===== src/sv/f16fe_pkg.sv =====
`timescale 1ns / 1ps

package f16fe_pkg;

  // Longest payload a begin request may announce
  localparam int unsigned MaxPayload = 24;

  localparam logic [7:0] FrameStart = 8'h02;
  localparam logic [7:0] FrameEnd   = 8'h03;
  localparam logic [8:0] SumMod     = 9'd255;

  // Worst case burst: STX, cmd, len, check low, check high, ETX
  localparam int unsigned MaxResults = 6;
  localparam int unsigned CountW     = $clog2(MaxResults + 1);

  typedef enum logic {
    OP_BEGIN   = 1'b0,
    OP_PAYLOAD = 1'b1
  } op_e;

  typedef struct packed {
    op_e        operation;
    logic [7:0] cmd_code;
    logic [4:0] payload_length;
    logic [7:0] data_byte;
  } item_t;

  typedef struct packed {
    logic [MaxResults-1:0][7:0] bytes;
    logic [CountW-1:0]          count;
    logic                       rejected;
  } burst_t;

  // a must already be reduced (below 255); b may be any byte
  function automatic logic [7:0] add_mod255(logic [7:0] a, logic [7:0] b);
    logic [8:0] s;
    s = {1'b0, a} + {1'b0, b};
    if (s >= SumMod) begin
      s = s - SumMod;
    end
    return s[7:0];
  endfunction

endpackage


===== src/sv/f16fe_if.sv =====
`timescale 1ns / 1ps

interface f16fe_in_if;
  logic       valid;
  logic       ready;
  logic       operation;
  logic [7:0] cmd_code;
  logic [4:0] payload_length;
  logic [7:0] data_byte;

  modport source (output valid, operation, cmd_code, payload_length, data_byte,
                  input ready);
  modport sink (input valid, operation, cmd_code, payload_length, data_byte,
                output ready);
endinterface

interface f16fe_out_if;
  logic       valid;
  logic       ready;
  logic [7:0] out_byte;
  logic       run_last;
  logic       rejected;

  modport source (output valid, out_byte, run_last, rejected, input ready);
  modport sink (input valid, out_byte, run_last, rejected, output ready);
endinterface


===== src/sv/f16fe_core.sv =====
`timescale 1ns / 1ps

module f16fe_core (
  input  logic               clk_i,
  input  logic               rst_ni,
  f16fe_in_if.sink           item_i,
  input  logic               free_i,
  output logic               burst_valid_o,
  output f16fe_pkg::burst_t  burst_o
);
  import f16fe_pkg::*;

  logic       item_valid_q, item_valid_d;
  item_t      item_q;
  logic       take;
  logic       accept;

  logic       frame_open_q, frame_open_d;
  logic [4:0] bytes_left_q, bytes_left_d;
  logic [7:0] low_sum_q, low_sum_d;
  logic [7:0] high_sum_q, high_sum_d;

  logic [7:0] low_cmd, low_beg, high_beg;
  logic [7:0] low_pay, high_pay;
  logic [4:0] left_dec;
  burst_t     burst;

  assign take          = item_valid_q && free_i;
  assign item_i.ready  = !item_valid_q || free_i;
  assign accept        = item_i.valid && item_i.ready;
  assign burst_valid_o = item_valid_q;
  assign burst_o       = burst;

  always_comb begin
    if (accept) begin
      item_valid_d = 1'b1;
    end else if (take) begin
      item_valid_d = 1'b0;
    end else begin
      item_valid_d = item_valid_q;
    end
  end

  always_ff @(posedge clk_i or negedge rst_ni) begin
    if (!rst_ni) begin
      item_valid_q <= 1'b0;
    end else begin
      item_valid_q <= item_valid_d;
    end
  end

  always_ff @(posedge clk_i) begin
    if (accept) begin
      item_q.operation      <= op_e'(item_i.operation);
      item_q.cmd_code       <= item_i.cmd_code;
      item_q.payload_length <= item_i.payload_length;
      item_q.data_byte      <= item_i.data_byte;
    end
  end

  // Begin: fresh sums over cmd then length
  assign low_cmd  = add_mod255(8'd0, item_q.cmd_code);
  assign low_beg  = add_mod255(low_cmd, {3'd0, item_q.payload_length});
  assign high_beg = add_mod255(low_cmd, low_beg);

  assign low_pay  = add_mod255(low_sum_q, item_q.data_byte);
  assign high_pay = add_mod255(high_sum_q, low_pay);
  assign left_dec = bytes_left_q - 5'd1;

  always_comb begin
    frame_open_d   = frame_open_q;
    bytes_left_d   = bytes_left_q;
    low_sum_d      = low_sum_q;
    high_sum_d     = high_sum_q;
    burst.bytes    = '0;
    burst.count    = CountW'(1);
    burst.rejected = 1'b0;

    case (item_q.operation)
      OP_BEGIN: begin
        if (item_q.payload_length > 5'(MaxPayload)) begin
          frame_open_d   = 1'b0;
          bytes_left_d   = '0;
          burst.rejected = 1'b1;
        end else begin
          low_sum_d      = low_beg;
          high_sum_d     = high_beg;
          burst.bytes[0] = FrameStart;
          burst.bytes[1] = item_q.cmd_code;
          burst.bytes[2] = {3'd0, item_q.payload_length};
          if (item_q.payload_length == 5'd0) begin
            burst.bytes[3] = low_beg;
            burst.bytes[4] = high_beg;
            burst.bytes[5] = FrameEnd;
            burst.count    = CountW'(6);
            frame_open_d   = 1'b0;
            bytes_left_d   = '0;
          end else begin
            burst.count    = CountW'(3);
            frame_open_d   = 1'b1;
            bytes_left_d   = item_q.payload_length;
          end
        end
      end
      OP_PAYLOAD: begin
        if (!frame_open_q || bytes_left_q == 5'd0) begin
          burst.rejected = 1'b1;
        end else begin
          low_sum_d      = low_pay;
          high_sum_d     = high_pay;
          bytes_left_d   = left_dec;
          burst.bytes[0] = item_q.data_byte;
          if (left_dec == 5'd0) begin
            burst.bytes[1] = low_pay;
            burst.bytes[2] = high_pay;
            burst.bytes[3] = FrameEnd;
            burst.count    = CountW'(4);
            frame_open_d   = 1'b0;
          end
        end
      end
      default: begin
        burst.rejected = 1'b1;
      end
    endcase
  end

  always_ff @(posedge clk_i or negedge rst_ni) begin
    if (!rst_ni) begin
      frame_open_q <= 1'b0;
      bytes_left_q <= '0;
      low_sum_q    <= '0;
      high_sum_q   <= '0;
    end else if (take) begin
      frame_open_q <= frame_open_d;
      bytes_left_q <= bytes_left_d;
      low_sum_q    <= low_sum_d;
      high_sum_q   <= high_sum_d;
    end
  end

endmodule


===== src/sv/f16fe_ser.sv =====
`timescale 1ns / 1ps

module f16fe_ser (
  input  logic               clk_i,
  input  logic               rst_ni,
  input  logic               burst_valid_i,
  input  f16fe_pkg::burst_t  burst_i,
  output logic               free_o,
  f16fe_out_if.source        result_o
);
  import f16fe_pkg::*;

  logic              valid_q, valid_d;
  burst_t            burst_q;
  logic [CountW-1:0] idx_q, idx_d;
  logic              last;
  logic              fire;
  logic              load;

  assign last   = (idx_q == CountW'(burst_q.count - CountW'(1)));
  assign fire   = valid_q && result_o.ready;
  assign free_o = !valid_q || (fire && last);
  assign load   = burst_valid_i && free_o;

  assign result_o.valid    = valid_q;
  assign result_o.out_byte = burst_q.bytes[idx_q];
  assign result_o.run_last = last;
  assign result_o.rejected = burst_q.rejected;

  always_comb begin
    valid_d = valid_q;
    idx_d   = idx_q;
    if (load) begin
      valid_d = 1'b1;
      idx_d   = '0;
    end else if (fire) begin
      if (last) begin
        valid_d = 1'b0;
      end else begin
        idx_d = idx_q + CountW'(1);
      end
    end
  end

  always_ff @(posedge clk_i or negedge rst_ni) begin
    if (!rst_ni) begin
      valid_q <= 1'b0;
      idx_q   <= '0;
    end else begin
      valid_q <= valid_d;
      idx_q   <= idx_d;
    end
  end

  always_ff @(posedge clk_i) begin
    if (load) begin
      burst_q <= burst_i;
    end
  end

endmodule


===== src/sv/fletcher16_frame_encoder.sv =====
`timescale 1ns / 1ps

// STX/ETX frame encoder with Fletcher-16 check bytes.
// item_i takes requests: operation 0 opens a frame (cmd_code, payload_length),
// operation 1 supplies one payload byte (data_byte). result_o carries the
// frame one byte per transfer; run_last marks the final byte of a request,
// and rejected marks the single zero byte given for an over-length begin or
// a payload byte with no open frame.
// A request is held in an input register, then turned into a burst of one
// to six bytes that loads the output burst register, from which result_o
// sends them.
// Throughput: one request per cycle while each makes one byte and the
// receiver does not stall; a request that makes more bytes holds the
// output burst register until its last byte is taken.
// The input register takes the next request while a burst still drains.
// When the receiver stalls, the current byte holds and item_i drops ready
// once the input register is full.
// Reset clears the frame state, both sums and all valid flags.
module fletcher16_frame_encoder (
  input  logic        clk_i,
  input  logic        rst_ni,
  f16fe_in_if.sink    item_i,
  f16fe_out_if.source result_o
);
  import f16fe_pkg::*;

  logic   burst_valid;
  logic   free;
  burst_t burst;

  f16fe_core u_core (
    .clk_i         (clk_i),
    .rst_ni        (rst_ni),
    .item_i        (item_i),
    .free_i        (free),
    .burst_valid_o (burst_valid),
    .burst_o       (burst)
  );

  f16fe_ser u_ser (
    .clk_i         (clk_i),
    .rst_ni        (rst_ni),
    .burst_valid_i (burst_valid),
    .burst_i       (burst),
    .free_o        (free),
    .result_o      (result_o)
  );

endmodule


===== src/flat_wrapper.sv =====
// flat-port wrapper written by rule: the top's interface ports become plain ports
module fletcher16_frame_encoder_flat import f16fe_pkg::*;
  (clk_i, rst_ni, item_i_valid, item_i_operation, item_i_cmd_code, item_i_payload_length, item_i_data_byte, item_i_ready, result_o_valid, result_o_out_byte, result_o_run_last, result_o_rejected, result_o_ready);
  f16fe_in_if item_i_i ();
  f16fe_out_if result_o_i ();
  input  logic clk_i;
  input  logic rst_ni;
  input wire logic [$bits(item_i_i.valid)-1:0] item_i_valid;
  input wire logic [$bits(item_i_i.operation)-1:0] item_i_operation;
  input wire logic [$bits(item_i_i.cmd_code)-1:0] item_i_cmd_code;
  input wire logic [$bits(item_i_i.payload_length)-1:0] item_i_payload_length;
  input wire logic [$bits(item_i_i.data_byte)-1:0] item_i_data_byte;
  output wire logic [$bits(item_i_i.ready)-1:0] item_i_ready;
  output wire logic [$bits(result_o_i.valid)-1:0] result_o_valid;
  output wire logic [$bits(result_o_i.out_byte)-1:0] result_o_out_byte;
  output wire logic [$bits(result_o_i.run_last)-1:0] result_o_run_last;
  output wire logic [$bits(result_o_i.rejected)-1:0] result_o_rejected;
  input wire logic [$bits(result_o_i.ready)-1:0] result_o_ready;
  assign item_i_i.valid = item_i_valid;
  assign item_i_i.operation = item_i_operation;
  assign item_i_i.cmd_code = item_i_cmd_code;
  assign item_i_i.payload_length = item_i_payload_length;
  assign item_i_i.data_byte = item_i_data_byte;
  assign item_i_ready = item_i_i.ready;
  assign result_o_valid = result_o_i.valid;
  assign result_o_out_byte = result_o_i.out_byte;
  assign result_o_run_last = result_o_i.run_last;
  assign result_o_rejected = result_o_i.rejected;
  assign result_o_i.ready = result_o_ready;
  fletcher16_frame_encoder u_core (.clk_i(clk_i), .rst_ni(rst_ni), .item_i(item_i_i), .result_o(result_o_i));
endmodule

===== config.mk =====
export PLATFORM = sky130hd
export DESIGN_NAME = fletcher16_frame_encoder_flat
export DESIGN_NICKNAME = d
export VERILOG_FILES = /design/src/sv/f16fe_pkg.sv /design/src/sv/f16fe_if.sv /design/src/sv/f16fe_core.sv /design/src/sv/f16fe_ser.sv /design/src/sv/fletcher16_frame_encoder.sv /design/src/flat_wrapper.sv
export SDC_FILE = /design/constraint.sdc
export NUM_CORES = 1
export LEC_CHECK = 0
export ABC_AREA = 1
export ABC_CLOCK_PERIOD_IN_PS = 4700
export BUFFER_PORTS_ARGS = -buffer_cell sky130_fd_sc_hd__buf_2
export CORE_MARGIN = 4
export CORE_UTILIZATION = 50
export DETAILED_ROUTE_END_ITERATION = 16
export HOLD_SLACK_MARGIN = 0.08
export PLACE_DENSITY = 0.76
export SLEW_MARGIN = 40
export SYNTH_ARGS = -nofsm -noshare
export SYNTH_HDL_FRONTEND = slang
export SYNTH_SLANG_ARGS = --single-unit

===== constraint.sdc =====
create_clock -name clk_i -period 4.7 [get_ports clk_i]
set_input_delay 0.235 -clock clk_i [delete_from_list [all_inputs] [get_ports clk_i]]
set_output_delay 0.235 -clock clk_i [all_outputs]
set_load 0.005 [all_outputs]

# ---- Word-level counts from Yosys, hierarchy flattened
# Cells that the tools add are included.
dict set report totals {
  mem_count 0
  ramBits 0
  ff_bits 95
  wordCells 107
  mem_bits_ro 0
  output_inout_bits 12
  latch_bits 0
  inputBits 26
}
dict set report classes {
  add_sub_neg 12
  n_reduce_logical 23
  bitwise_logic 2
  n_eq_ne 5
  mux 39
  n_lt_le_gt_ge 7
  shifts 0
  div_mod_pow 0
  mul 0
}
# cell count
set op_table {}
lappend op_table {{8-bit 2-to-1 mux} 10}
lappend op_table {{36-bit case mux with 2 select lines} 1}
lappend op_table {{8-bit subtractor, second input constant} 5}
lappend op_table {{9-bit by 8-bit >= comparator with 1-bit output, second input constant} 4}
lappend op_table {{18-bit 2-to-1 mux} 2}
lappend op_table {{35-bit 2-to-1 mux} 1}
lappend op_table {{8-bit case mux with 2 select lines} 2}
lappend op_table {{29-bit 2-to-1 mux} 1}
lappend op_table {{8-bit by 8-bit adder with 9-bit output} 3}
lappend op_table {{8-bit binary-select mux with 3-bit select} 1}
lappend op_table {{5-bit zero test} 3}
lappend op_table {{3-bit 2-to-1 mux} 5}
lappend op_table {{5-bit 2-to-1 mux} 3}
lappend op_table {{1-bit 2-to-1 mux} 11}
lappend op_table {{5-bit case mux with 2 select lines} 1}
lappend op_table {{8-bit by 5-bit adder with 9-bit output} 1}
lappend op_table {{8-bit >= comparator, second input constant} 1}
lappend op_table {{2-bit AND reduction} 3}
lappend op_table {{3-bit AND reduction} 2}
lappend op_table {{2-bit nonzero test} 3}
lappend op_table {{5-bit > comparator, second input constant} 1}
lappend op_table {{5-bit by 1-bit subtractor with 5-bit output, second input constant} 1}
lappend op_table {{1-bit logical AND} 4}
lappend op_table {{3-bit by 4-bit < comparator with 1-bit output, second input constant} 1}
lappend op_table {{11 further kinds} 18}

# ---- Logic depth before layout (Yosys ltp)
# Gate-level depths: netlist of run 1.
dict set report depth {
  word_depth 11
  mapped_depth 40
  depth_no_buf 40
}

# ---- Cells and area by module
# From an unflattened synthesis of run 1, not the netlist that was laid out.
dict set report hier_totals {
  hier_cells 906
  hier_area_um2 7270.7
}
# module instances area_each_um2 seq_area_each_um2 cells_each
set by_module_without_submodules {}
lappend by_module_without_submodules {f16fe_core 1 5006.1 1236.2 724}
lappend by_module_without_submodules {f16fe_ser 1 2264.7 1661.6 182}

# ---- Worst setup path after synthesis of run 1
# No wires, ideal clock.
dict set report synth_timing {
  kind {register to register}
  startpoint {register u_core.u_core.item_q[13] in the netlist's numbering}
  endpoint {register u_core.u_ser.burst_q[42] in the netlist's numbering (data pin)}
  arrival_ns 4.680
  path_buffers 0
  stages_incl_launch_ff 33
  period_less_slack_ns 4.937
  setup_slack_ns -0.237
  setup_ns 0.257
  required_ns 4.443
  path_cell_list {edfxtp_1 > ha_1 > nand2_1 > nor2_2 > nand2_4 > o21ai_0 > inv_1 > fa_1 > nand3b_1 > nand2_2 > xor2_1 > nor2_2 > nand2_2 > nand2_2 > nand3_4 > nand2_4 > nand2_2 > and2_4 > inv_1 > ha_1 > fa_1 > ha_1 > inv_1 > nor2_1 > nand3_1 > nor2_1 > nand3_1 > nand2_2 > nand2_4 > nand3_1 > nand2_1 > nand2_1 > nor2_1}
}
dict set report synth_between {
  elab_chain_len 8
  word_cells_on_any_way 11
  classes_between {add/sub: 5; order compare: 3; mux: 3}
}
# item line_no
set synth_rtl {}
lappend synth_rtl {{start, declared} f16fe_core.sv:14} ;# item_t item_q;
lappend synth_rtl {{8-bit subtractor or 8-bit >= comparator (tied branches)} {f16fe_pkg.sv:39, f16fe_pkg.sv:38}}
lappend synth_rtl {{8-bit 2-to-1 mux (*)} f16fe_pkg.sv:38} ;# if (s >= SumMod) begin
lappend synth_rtl {{8-bit by 5-bit adder with 9-bit output} f16fe_pkg.sv:37} ;# s = {1'b0, a} + {1'b0, b};
lappend synth_rtl {{8-bit subtractor or 9-bit by 8-bit >= comparator with 1-bit output (tied branches)} {f16fe_pkg.sv:39, f16fe_pkg.sv:38}}
lappend synth_rtl {{8-bit 2-to-1 mux} f16fe_pkg.sv:38}
lappend synth_rtl {{8-bit by 8-bit adder with 9-bit output (*)} f16fe_pkg.sv:37}
lappend synth_rtl {{8-bit subtractor or 9-bit by 8-bit >= comparator with 1-bit output (tied branches)} {f16fe_pkg.sv:39, f16fe_pkg.sv:38}}
lappend synth_rtl {{8-bit 2-to-1 mux (*)} f16fe_pkg.sv:38}
lappend synth_rtl {{end signal, assigned} f16fe_ser.sv:57} ;# burst_q <= burst_i;
lappend synth_rtl {{end, declared} f16fe_ser.sv:14} ;# burst_t burst_q;
# Every way passes the cells marked *; elsewhere a longest branch is shown, timed or not.
# A chain may end at the register's enable or synchronous reset.

# ---- Worst setup path after layout of run 1
dict set report layout_timing {
  startpoint {register u_core.u_core.item_q[13] in the netlist's numbering}
  endpoint {register u_core.u_core.high_sum_q[2]}
}
dict set report layout_between {
  elab_chain_len 10
  word_cells_on_any_way 13
  classes_between {add/sub: 5; order compare: 3; mux: 5}
}
# item line_no
set layout_rtl {}
lappend layout_rtl {{8-bit subtractor or 8-bit >= comparator (tied branches)} {f16fe_pkg.sv:39, f16fe_pkg.sv:38}}
lappend layout_rtl {{8-bit 2-to-1 mux (*)} f16fe_pkg.sv:38}
lappend layout_rtl {{8-bit by 5-bit adder with 9-bit output} f16fe_pkg.sv:37}
lappend layout_rtl {{8-bit subtractor or 9-bit by 8-bit >= comparator with 1-bit output (tied branches)} {f16fe_pkg.sv:39, f16fe_pkg.sv:38}}
lappend layout_rtl {{8-bit 2-to-1 mux} f16fe_pkg.sv:38}
lappend layout_rtl {{8-bit by 8-bit adder with 9-bit output (*)} f16fe_pkg.sv:37}
lappend layout_rtl {{8-bit subtractor or 9-bit by 8-bit >= comparator with 1-bit output (tied branches)} {f16fe_pkg.sv:39, f16fe_pkg.sv:38}}
lappend layout_rtl {{8-bit 2-to-1 mux (*)} f16fe_pkg.sv:38}
lappend layout_rtl {{8-bit 2-to-1 mux (*)} f16fe_core.sv:81} ;# if (item_q.payload_length > 5'(MaxPayload)) begin
lappend layout_rtl {{8-bit case mux with 2 select lines (*)} f16fe_core.sv:79} ;# case (item_q.operation)
lappend layout_rtl {{end signal, assigned} f16fe_core.sv:138} ;# high_sum_q <= high_sum_d;
lappend layout_rtl {{end, declared} f16fe_core.sv:21} ;# logic [7:0] high_sum_q, high_sum_d;
# Every way passes the cells marked *; elsewhere a longest branch is shown, timed or not. The select of a mux whose other input is x is not followed.

==> flow_metrics.tcl, run 1 <==
set metrics [dict create \
    crit_path_end "u_core.u_core.high_sum_q[2]" \
    reg2regPathDepth 34 \
    dieArea_um2 15900 \
    cts_tree "done" \
    cp_slowest_cell "fa_2" \
    drtAntennaViolNets 0 \
    drive_gt1_share_pct 24.3 \
    maxSlewHeadroom_pct 47.7 \
    h-tree-depth 3 \
    worst_pin_slew_ps 784 \
    crit_top_cell "nand2_2" \
    die_y_um 126 \
    grt_max_degree 32 \
    endpoint_kind "flop" \
    synth_edf_count 67 \
    grtUsageTotal_pct 23.5 \
    initial_utilization_pct 51.8 \
    synth.most_common_cell "nand2_1" \
    critPathLaunchType "flop" \
    fin_util_pct 64.1 \
    syn_area_um2 6960 \
    area_growth_pct 23.8 \
    synth_top_area_share_pct 28.9 \
    drc 0 \
    skew_ps 11.8 \
    maxCapViolCount 0 \
    synth_area_leaders "edfxtp_1 29%, nand2_1 15%, dfrtp_1 9.7%" \
    slowest_delay_ps 580 \
    async_reset_ff_share_pct 28.7 \
    r2r_slack_ps -370 \
    outcome "finished with violations" \
    cts_sinks 94 \
    die_w_um 126 \
    rows 42 \
    synth-seq-cells 94 \
    grt_pass1_vias 6160 \
    synth.avg_cell_area_um2 7.77 \
    diodes 0 \
    synth_fp_nets 967 \
    antenna_found_initial 0 \
    setup_viol_count_final 16 \
    timing.rr.end "u_core.u_core.high_sum_q[2]" \
    timing.fmax_ghz 0.197 \
    path_class "reg2reg" \
    place_inst 1130 \
    synth_common_cells "280 x nand2_1, 119 x inv_1, 87 x nand3_1" \
    crit_required_ps 4940 \
    detail_route.wl_per_cell_um 16.6 \
    drt_wl_total_um 19800 \
    dpl_cell_area_um2 7610 \
    place_ws_ps -90.5 \
    n_fill_cell 1125 \
    worst_skew_pair.late_latency_ps 360 \
    finalCritPeriodShare_pct 108 \
    seq_area_frac_synth_pct 38.6 \
    fin_area_um2 8620 \
    grt_overflow 0 \
    drv_slew 0 \
    cts_buffers 9 \
    crit_fanout 8 \
    final_cells 1195 \
    clkSlewWorstSetupHoldPaths_ps 70 \
    violations "negative setup slack" \
    rsz0062_at_grt "yes" \
    hold_class "in2reg" \
    root_buffer "clkbuf_16" \
    clock_path_buffers 2 \
    first_pass_iters 6 \
    gp_congestion 0.952 \
    crit_start "u_core.u_core.item_q[13]" \
    place_hpwl_um 13800 \
    portBuffers 37 \
    reg2reg_from "u_core.u_core.item_q[13]" \
    nets 1085 \
    drt_iter0_markers 846 \
    ioPinCount 38 \
    post-synth-top-area-cell "edfxtp_1" \
    hold_viol_final 0 \
    ys.flop_type "edfxtp_1" \
    vias 6573 \
    synth.distinct_cells 46 \
    viasPerCell 5.50 \
    arrival_ps 5310 \
    finalWorstSetupSlack_ps -368 \
    period_needed_ps 5070 \
    yosysWarnings 0 \
    grt_pass1_wl_um 29800 \
    coreArea_um2 13500 \
    syn_inst 896 \
]
worst min-delay path by stage:
stage,startpoint,endpoint,cells after the start
floorplan,rst_ni,u_core.u_core.burst_valid_o,0
global placement,rst_ni,u_core.u_core.low_sum_q[4],1
detailed placement,rst_ni,u_core.u_core.low_sum_q[6],1
CTS,item_i_valid,u_core.u_core.burst_valid_o,3
global route,item_i_valid,u_core.u_core.burst_valid_o,3
finish,item_i_valid,u_core.u_core.burst_valid_o,3
cell type report:
cell class / instances / area, um^2 / area share [%]
flip-flops and latches: 94 / 2690 / 31.2
repair buffers: 122 / 897 / 10.4
clock buffers: 12 / 256 / 2.98
well taps: 176 / 220 / 2.55
clock inverters: 4 / 30.0 / 0.348
inverters: 130 / 493 / 5.72
multi-input cells: 657 / 4040 / 46.8
stage by stage:
stage | hold WS (ps) | setup TNS, ps
final | 167 | -4650
after global routing | 165 | -9500
after CTS | 166 | -15.3
after detailed placement | 329 | -738
after global placement | 315 | 0
after floorplan | -60.6 | 0
layout by cell type, fill, tap and decap left out, drive strengths merged, types with 6 or more instances in the layout:
cell	instances
a31o	6
nor2	60
nand3	89
xnor2	12
inv	129
edfxtp	67
a21oi	37
nand4	16
ha	41
nand3b	11
xor2	18
buf	99
dfrtp	27
clkbuf	12
a221oi	6
nand2	301
o21ai	29
dlygate4sd3	23
o22ai	9
cells by family (layout without fill, tap and decap cells):
family	Yosys count	count (layout)	synth area share (%)
AND/OR/NAND/NOR	485	485	31.9
buffers and inverters	145	268	8.12
AO/OA/AOI/OAI	97	97	8.77
flip-flops	94	94	38.6
adder cells (fa/ha/maj)	45	45	8.52
XOR/XNOR	30	30	4.10
metal layers:
metal | vias up | GRT usage [%] | part of all wire [%]
li1 | 3185 | - | -
met1 | 3043 | 31.2 | 41
met2 | 294 | 39.8 | 49
met3 | 51 | 4.40 | 7.6
met4 | 0 | 5.87 | 2.6
met5 | - | 0 | 0
flip-flops by register name, indices dropped and copies added (netlist names):
signal                          flops
u_core.u_core.frame_open_q          1
u_core.u_ser.burst_q               44
u_core.u_ser.result_o.rejected      1
u_core.u_ser.idx_q                  3
u_core.u_core.item_q               22
u_core.u_core.bytes_left_q          5
u_core.u_core.high_sum_q            8
u_core.u_core.low_sum_q             8
u_core.u_ser.result_o.valid         1
u_core.u_core.burst_valid_o         1
worst max-delay path, delay by kind of cell, from the launching register on:
kind                     cells  cell delay (ps)
XOR/XNOR                     2              320
buffers and inverters        4              180
adder cells (fa/ha/maj)      6             1610
AND/OR/NAND/NOR             22             2460
flip-flops                   1              360
timing repair:
action | 4_1_cts | 5_1_grt
buffers inserted | 10 | 18
setup endpoints to repair | 16 | 23
resized for setup | 13 | 58
pin swaps | 7 | 52
hold endpoints to repair | 49 | 0
hold buffers | 23 | 0
Power of run 1 is not shown: default switching activity piles up to over one toggle a cycle in this logic, so the estimate is an artifact.
==> run 2, diff against run 1 <==
Settings changed: CORE_UTILIZATION 50 to 56, PLACE_DENSITY 0.76 to 0.83.
==> run 2 against run 1 <==
Net effect:
- the flow still finishes with violations (negative setup slack)
- critical path type unchanged
- highest routed layer unchanged
- cell count grew 0.75%
- routed wire length up 2.7%
- die area fell by 10%
- via count is 3.7% higher
- core utilization is 8.5 points higher
- global-route usage increased by 3.6 points
- first-iteration DRC count is 4.4% lower
- worst hold slack improved by 44 ps
- fmax down 0.34%
- sequential cell count stayed put
==> flow_metrics.tcl, run 2 (same netlist as run 1, synthesis figures left out) <==
set metrics [dict create \
    coreArea_um2 12100 \
    drv_slew 0 \
    hold_path_depth 3 \
    largest_reg_flops 44 \
    rows 40 \
    cts_sinks 94 \
    slowest_delay_ps 610 \
    grt_most_used_layer "met2" \
    largest_register "u_core.u_ser.burst_q" \
    place_hpwl_um 13800 \
    first_pass_iters 7 \
    hold_viol_final 0 \
    area_growth_pct 26.2 \
    final_common_cell "nand2_1" \
    viasPerCell 5.66 \
    finalCritPeriodShare_pct 108 \
    h-tree-depth 3 \
    grtUsageTotal_pct 27.1 \
    grt_max_degree 28 \
    grt_overflow 0 \
    drtAntennaViolNets 0 \
    final_cells 1204 \
    crit_required_ps 4990 \
    n_fill_cell 866 \
    multi_input_area_um2 4070 \
    path_class "reg2reg" \
    cts_buffers 9 \
    nets 1102 \
    reg2reg_from "u_core.u_core.item_q[13]" \
    antenna_found_initial 0 \
    maxCapViolCount 0 \
    grt_pass1_wl_um 30700 \
    diodes 0 \
    violations "negative setup slack" \
    hold_class "in2reg" \
    arrival_ps 5370 \
    timing.fmax_ghz 0.197 \
    crit_fanout 8 \
    critPathLaunchType "flop" \
    gp_congestion 0.999 \
    grtUsageMet1_pct 36.0 \
    drt_wl_total_um 20300 \
    reg_top3 "u_core.u_ser.burst_q x44, u_core.u_core.item_q x22" \
    period_needed_ps 5090 \
    fin_area_um2 8790 \
    clkSlewWorstSetupHoldPaths_ps 70 \
    vias 6817 \
    cts_tree "done" \
    most-common-layout-cells "261 x nand2_1, 109 x inv_1, 79 x nand3_1" \
    rsz0062_at_grt "yes" \
    hold_end "u_core.u_core.burst_valid_o" \
    skew_ps 7.69 \
    initial_utilization_pct 57.5 \
    r2r_slack_ps -390 \
    finalWorstSetupSlack_ps -386 \
    drive_gt1_share_pct 26.5 \
    portBuffers 37 \
    detail_route.wl_per_cell_um 16.9 \
    worst_skew_pair.late_latency_ps 350 \
    grt_use_met2_pct 45.8 \
    setup-tns-final_ps -5100 \
    die_y_um 120 \
    worst_pin_slew_ps 731 \
    place_inst 1122 \
    grt_use_met3_pct 3.91 \
    dpl_cell_area_um2 7600 \
    clock_path_buffers 2 \
    endpoint_kind "flop" \
    drc 0 \
    root_buffer "clkbuf_16" \
    cp_slowest_cell "fa_2" \
    register_area_um2 2690 \
    maxSlewHeadroom_pct 51.3 \
    ioPinCount 38 \
    outcome "finished with violations" \
    setup_viol_count_final 16 \
    dieArea_um2 14300 \
    die_w_um 120 \
    drt_iter0_markers 809 \
    hold_start "item_i_valid" \
    reg2regPathDepth 34 \
    grt_pass1_vias 6276 \
    timing.rr.end "u_core.u_core.high_sum_q[3]" \
]
-- run 2: changes by cell type in the layout (fill, tap and decap cells not counted), moves of 3 or more --
cell and delta:
nand3_2 +3, xnor2_2 -3, inv_1 -3, nand2_1 -5, buf_4 +15, nand2_2 +6
inv_2 +3
-- run 2: worst max-delay path, delay by kind of cell (launching register included) --
| kind | cells | cell delay, ps |
|---|---|---|
| adder cells (fa/ha/maj) | 6 | 1590 |
| buffers and inverters | 6 | 480 |
| AND/OR/NAND/NOR | 20 | 2270 |
| XOR/XNOR | 2 | 320 |
| flip-flops | 1 | 370 |
-- run 2: final cells by class --
cell class,count,area share [%]
Clock buffer,10,2.61
Clock inverter,6,0.712
Inverter,130,5.61
Multi-Input combinational cell,657,46.3
Sequential cell,94,30.6
Tap cell,168,2.39
Timing Repair Buffer,139,11.7
-- run 2: repair_timing --
action                                  in CTS  in global routing
endpoints found under the setup margin      17                 23
hold endpoints to repair                    49                  0
gates resized for setup                     17                 71
hold buffers                                23                  0
pin swaps                                    4                 47
buffers inserted                            21                 23
-- run 2: per-layer routing --
metal / vias up / wire length (um)
met5: - / 0
met4: 0 / 885
met3: 81 / 1890
met2: 404 / 9770
met1: 3119 / 7800
li1: 3213 / -
-- run 2: through the flow --
step | hold slack (ps) | util [%] | setup slack (ps)
2_1_floorplan | -60.6 | - | 4.05
3_3_place_gp | 306 | 62.7 | 66.7
3_5_place_dp | 305 | 62.7 | -112
4_1_cts | 199 | 68.8 | -0.671
5_1_grt | 226 | 72.6 | -682
6_report | 211 | 72.6 | -386
-- run 2: how the worst max path moves through the flow --
stage / startpoint / end / cells after the start
5_1_grt: u_core.u_core.item_q[13] / u_core.u_core.high_sum_q[3] / 36
3_5_place_dp: u_core.u_core.item_q[13] / u_core.u_core.high_sum_q[5] / 37
6_report: u_core.u_core.item_q[13] / u_core.u_core.high_sum_q[3] / 34
2_1_floorplan: u_core.u_core.item_q[13] / u_core.u_ser.burst_q[42] / 34
3_3_place_gp: u_core.u_core.item_q[14] / u_core.u_core.high_sum_q[5] / 37
4_1_cts: u_core.u_core.item_q[13] / u_core.u_core.high_sum_q[5] / 37
Power of run 2 is left out for the same reason.
==> run 3, diff against run 2 <==
Settings changed: RECOVER_POWER set to 100.
==> run 3 against run 2 <==
Net effect:
- routed wire length is essentially flat
- global-route usage is the same
- critical path type unchanged
- worst hold slack lost 2.1 ps
- cell count is the same
- non-clock buffer count is the same
- the flow finishes with violations (max-capacitance violations, max-slew violations, negative setup slack)
- design area is essentially flat
- die area is the same
- critical path depth is the same
- fmax shrank 0.12%
- critical endpoint unchanged
- sequential share of layout area is essentially flat
==> flow_metrics.tcl, run 3 (same netlist as run 1, synthesis figures left out) <==
set metrics [dict create \
    cp_slowest_cell "fa_2" \
    reg_top3 "u_core.u_ser.burst_q x44, u_core.u_core.item_q x22" \
    whs_ps 209 \
    cp.depth 34 \
    die_y_um 120 \
    grt_max_degree 28 \
    grt_pass1_wl_um 30700 \
    rsz0062_at_grt "yes" \
    worst_pin_slew_ps 1660 \
    finalWorstSetupSlack_ps -392 \
    drc 0 \
    portBuffers 37 \
    dieArea_um2 14300 \
    root_buffer "clkbuf_16" \
    most-common-layout-cells "261 x nand2_1, 109 x inv_1, 79 x nand3_1" \
    drtAntennaViolNets 0 \
    period_needed_ps 5090 \
    setup_viol_count_final 16 \
    n_fill_cell 868 \
    h-tree-depth 3 \
    worst_skew_pair.late_latency_ps 350 \
    grtUsageTotal_pct 27.1 \
    timing.fmax_ghz 0.196 \
    maxCapViolCount 1 \
    arrival_ps 5380 \
    cts_sinks 94 \
    crit_fanout 8 \
    reg2reg_from "u_core.u_core.item_q[13]" \
    skew_ps 7.78 \
    violations "max-capacitance violations, max-slew violations, negative setup slack" \
    place_hpwl_um 13800 \
    fin_util_pct 72.5 \
    fin_area_um2 8780 \
    viasPerCell 5.64 \
    endpoint_kind "flop" \
    largest_register "u_core.u_ser.burst_q" \
    finalCritPeriodShare_pct 108 \
    place_inst 1122 \
    drt_wl_total_um 20300 \
    cts_tree "done" \
    gp_congestion 0.999 \
    reg2regPathDepth 34 \
    critPathLaunchType "flop" \
    antenna_found_initial 0 \
    clkSlewWorstSetupHoldPaths_ps 60 \
    outcome "finished with violations" \
    hold_path_depth 3 \
    drv_slew 28 \
    vias 6788 \
    detail_route.wl_per_cell_um 16.9 \
    die_w_um 120 \
    cts_buffers 9 \
    diodes 0 \
    grt_overflow 0 \
    crit_required_ps 4990 \
    drt_iter0_markers 809 \
    coreArea_um2 12100 \
    r2r_slack_ps -390 \
    dpl_cell_area_um2 7600 \
    hold_viol_final 0 \
    crit_family "simple AND/OR/NAND/NOR gates" \
    nets 1102 \
    ioPinCount 38 \
    crit_start "u_core.u_core.item_q[13]" \
    hold_class "in2reg" \
    initial_utilization_pct 57.5 \
    final_common_cell "nand2_1" \
    final_cells 1204 \
    timing.rr.end "u_core.u_core.high_sum_q[3]" \
    cp.buffers_inverters 6 \
    clock_path_buffers 2 \
    drive_gt1_share_pct 26.2 \
    first_pass_iters 6 \
    largest_reg_flops 44 \
    area_growth_pct 26.1 \
    grt_pass1_vias 6276 \
    path_class "reg2reg" \
    rows 40 \
    crit_path_end "u_core.u_core.high_sum_q[3]" \
    maxSlewHeadroom_pct -10.5 \
    slowest_delay_ps 610 \
]
[run 3: how the worst min path moves through the flow]
stage,endpoint,slack [ps],startpoint
3_3_place_gp,u_core.u_core.low_sum_q[7],310,rst_ni
5_1_grt,u_core.u_core.burst_valid_o,230,item_i_valid
2_1_floorplan,u_core.u_core.burst_valid_o,-60,rst_ni
6_report,u_core.u_core.burst_valid_o,210,item_i_valid
4_1_cts,u_core.u_core.burst_valid_o,200,item_i_valid
3_5_place_dp,u_core.u_core.low_sum_q[7],310,rst_ni
[run 3: repair_timing]
action / in CTS / in global routing
hold endpoints to repair: 49 / 0
setup endpoints to repair: 17 / 23
gates resized for setup: 17 / 71
hold buffers: 23 / 0
buffers inserted: 21 / 23
pin swaps: 4 / 47
[run 3: per-layer routing]
layer / part of all wire (%) / GRT usage [%] / vias to the layer above
li1: - / - / 3211
met1: 38 / 36.0 / 3106
met2: 48 / 45.8 / 395
met3: 9.2 / 3.91 / 76
met4: 4.3 / 8.80 / 0
met5: 0 / 0 / -
[run 3: tightest hold or removal path: stages]
cell and delay [ps]:
buf_2 80, nand2_1 110, nand2_1 90
[run 3: per-stage QoR]
step	TNS, ps	worst slack, ps
after CTS	-0.671	-0.671
after global routing	-9880	-682
after global placement	0	66.7
after detailed placement	-837	-112
final	-5120	-392
after floorplan	0	4.05
[run 3: layout make-up]
class                   instances  area (um^2)  area share [%]
multi-input cells             657         4070            46.4
flip-flops and latches         94         2690            30.6
repair buffers                139         1030            11.7
inverters                     130          493            5.61
clock buffers                  10          229            2.61
well taps                     168          210            2.39
clock inverters                 6         62.6           0.712
Power of run 3 is left out for the same reason.
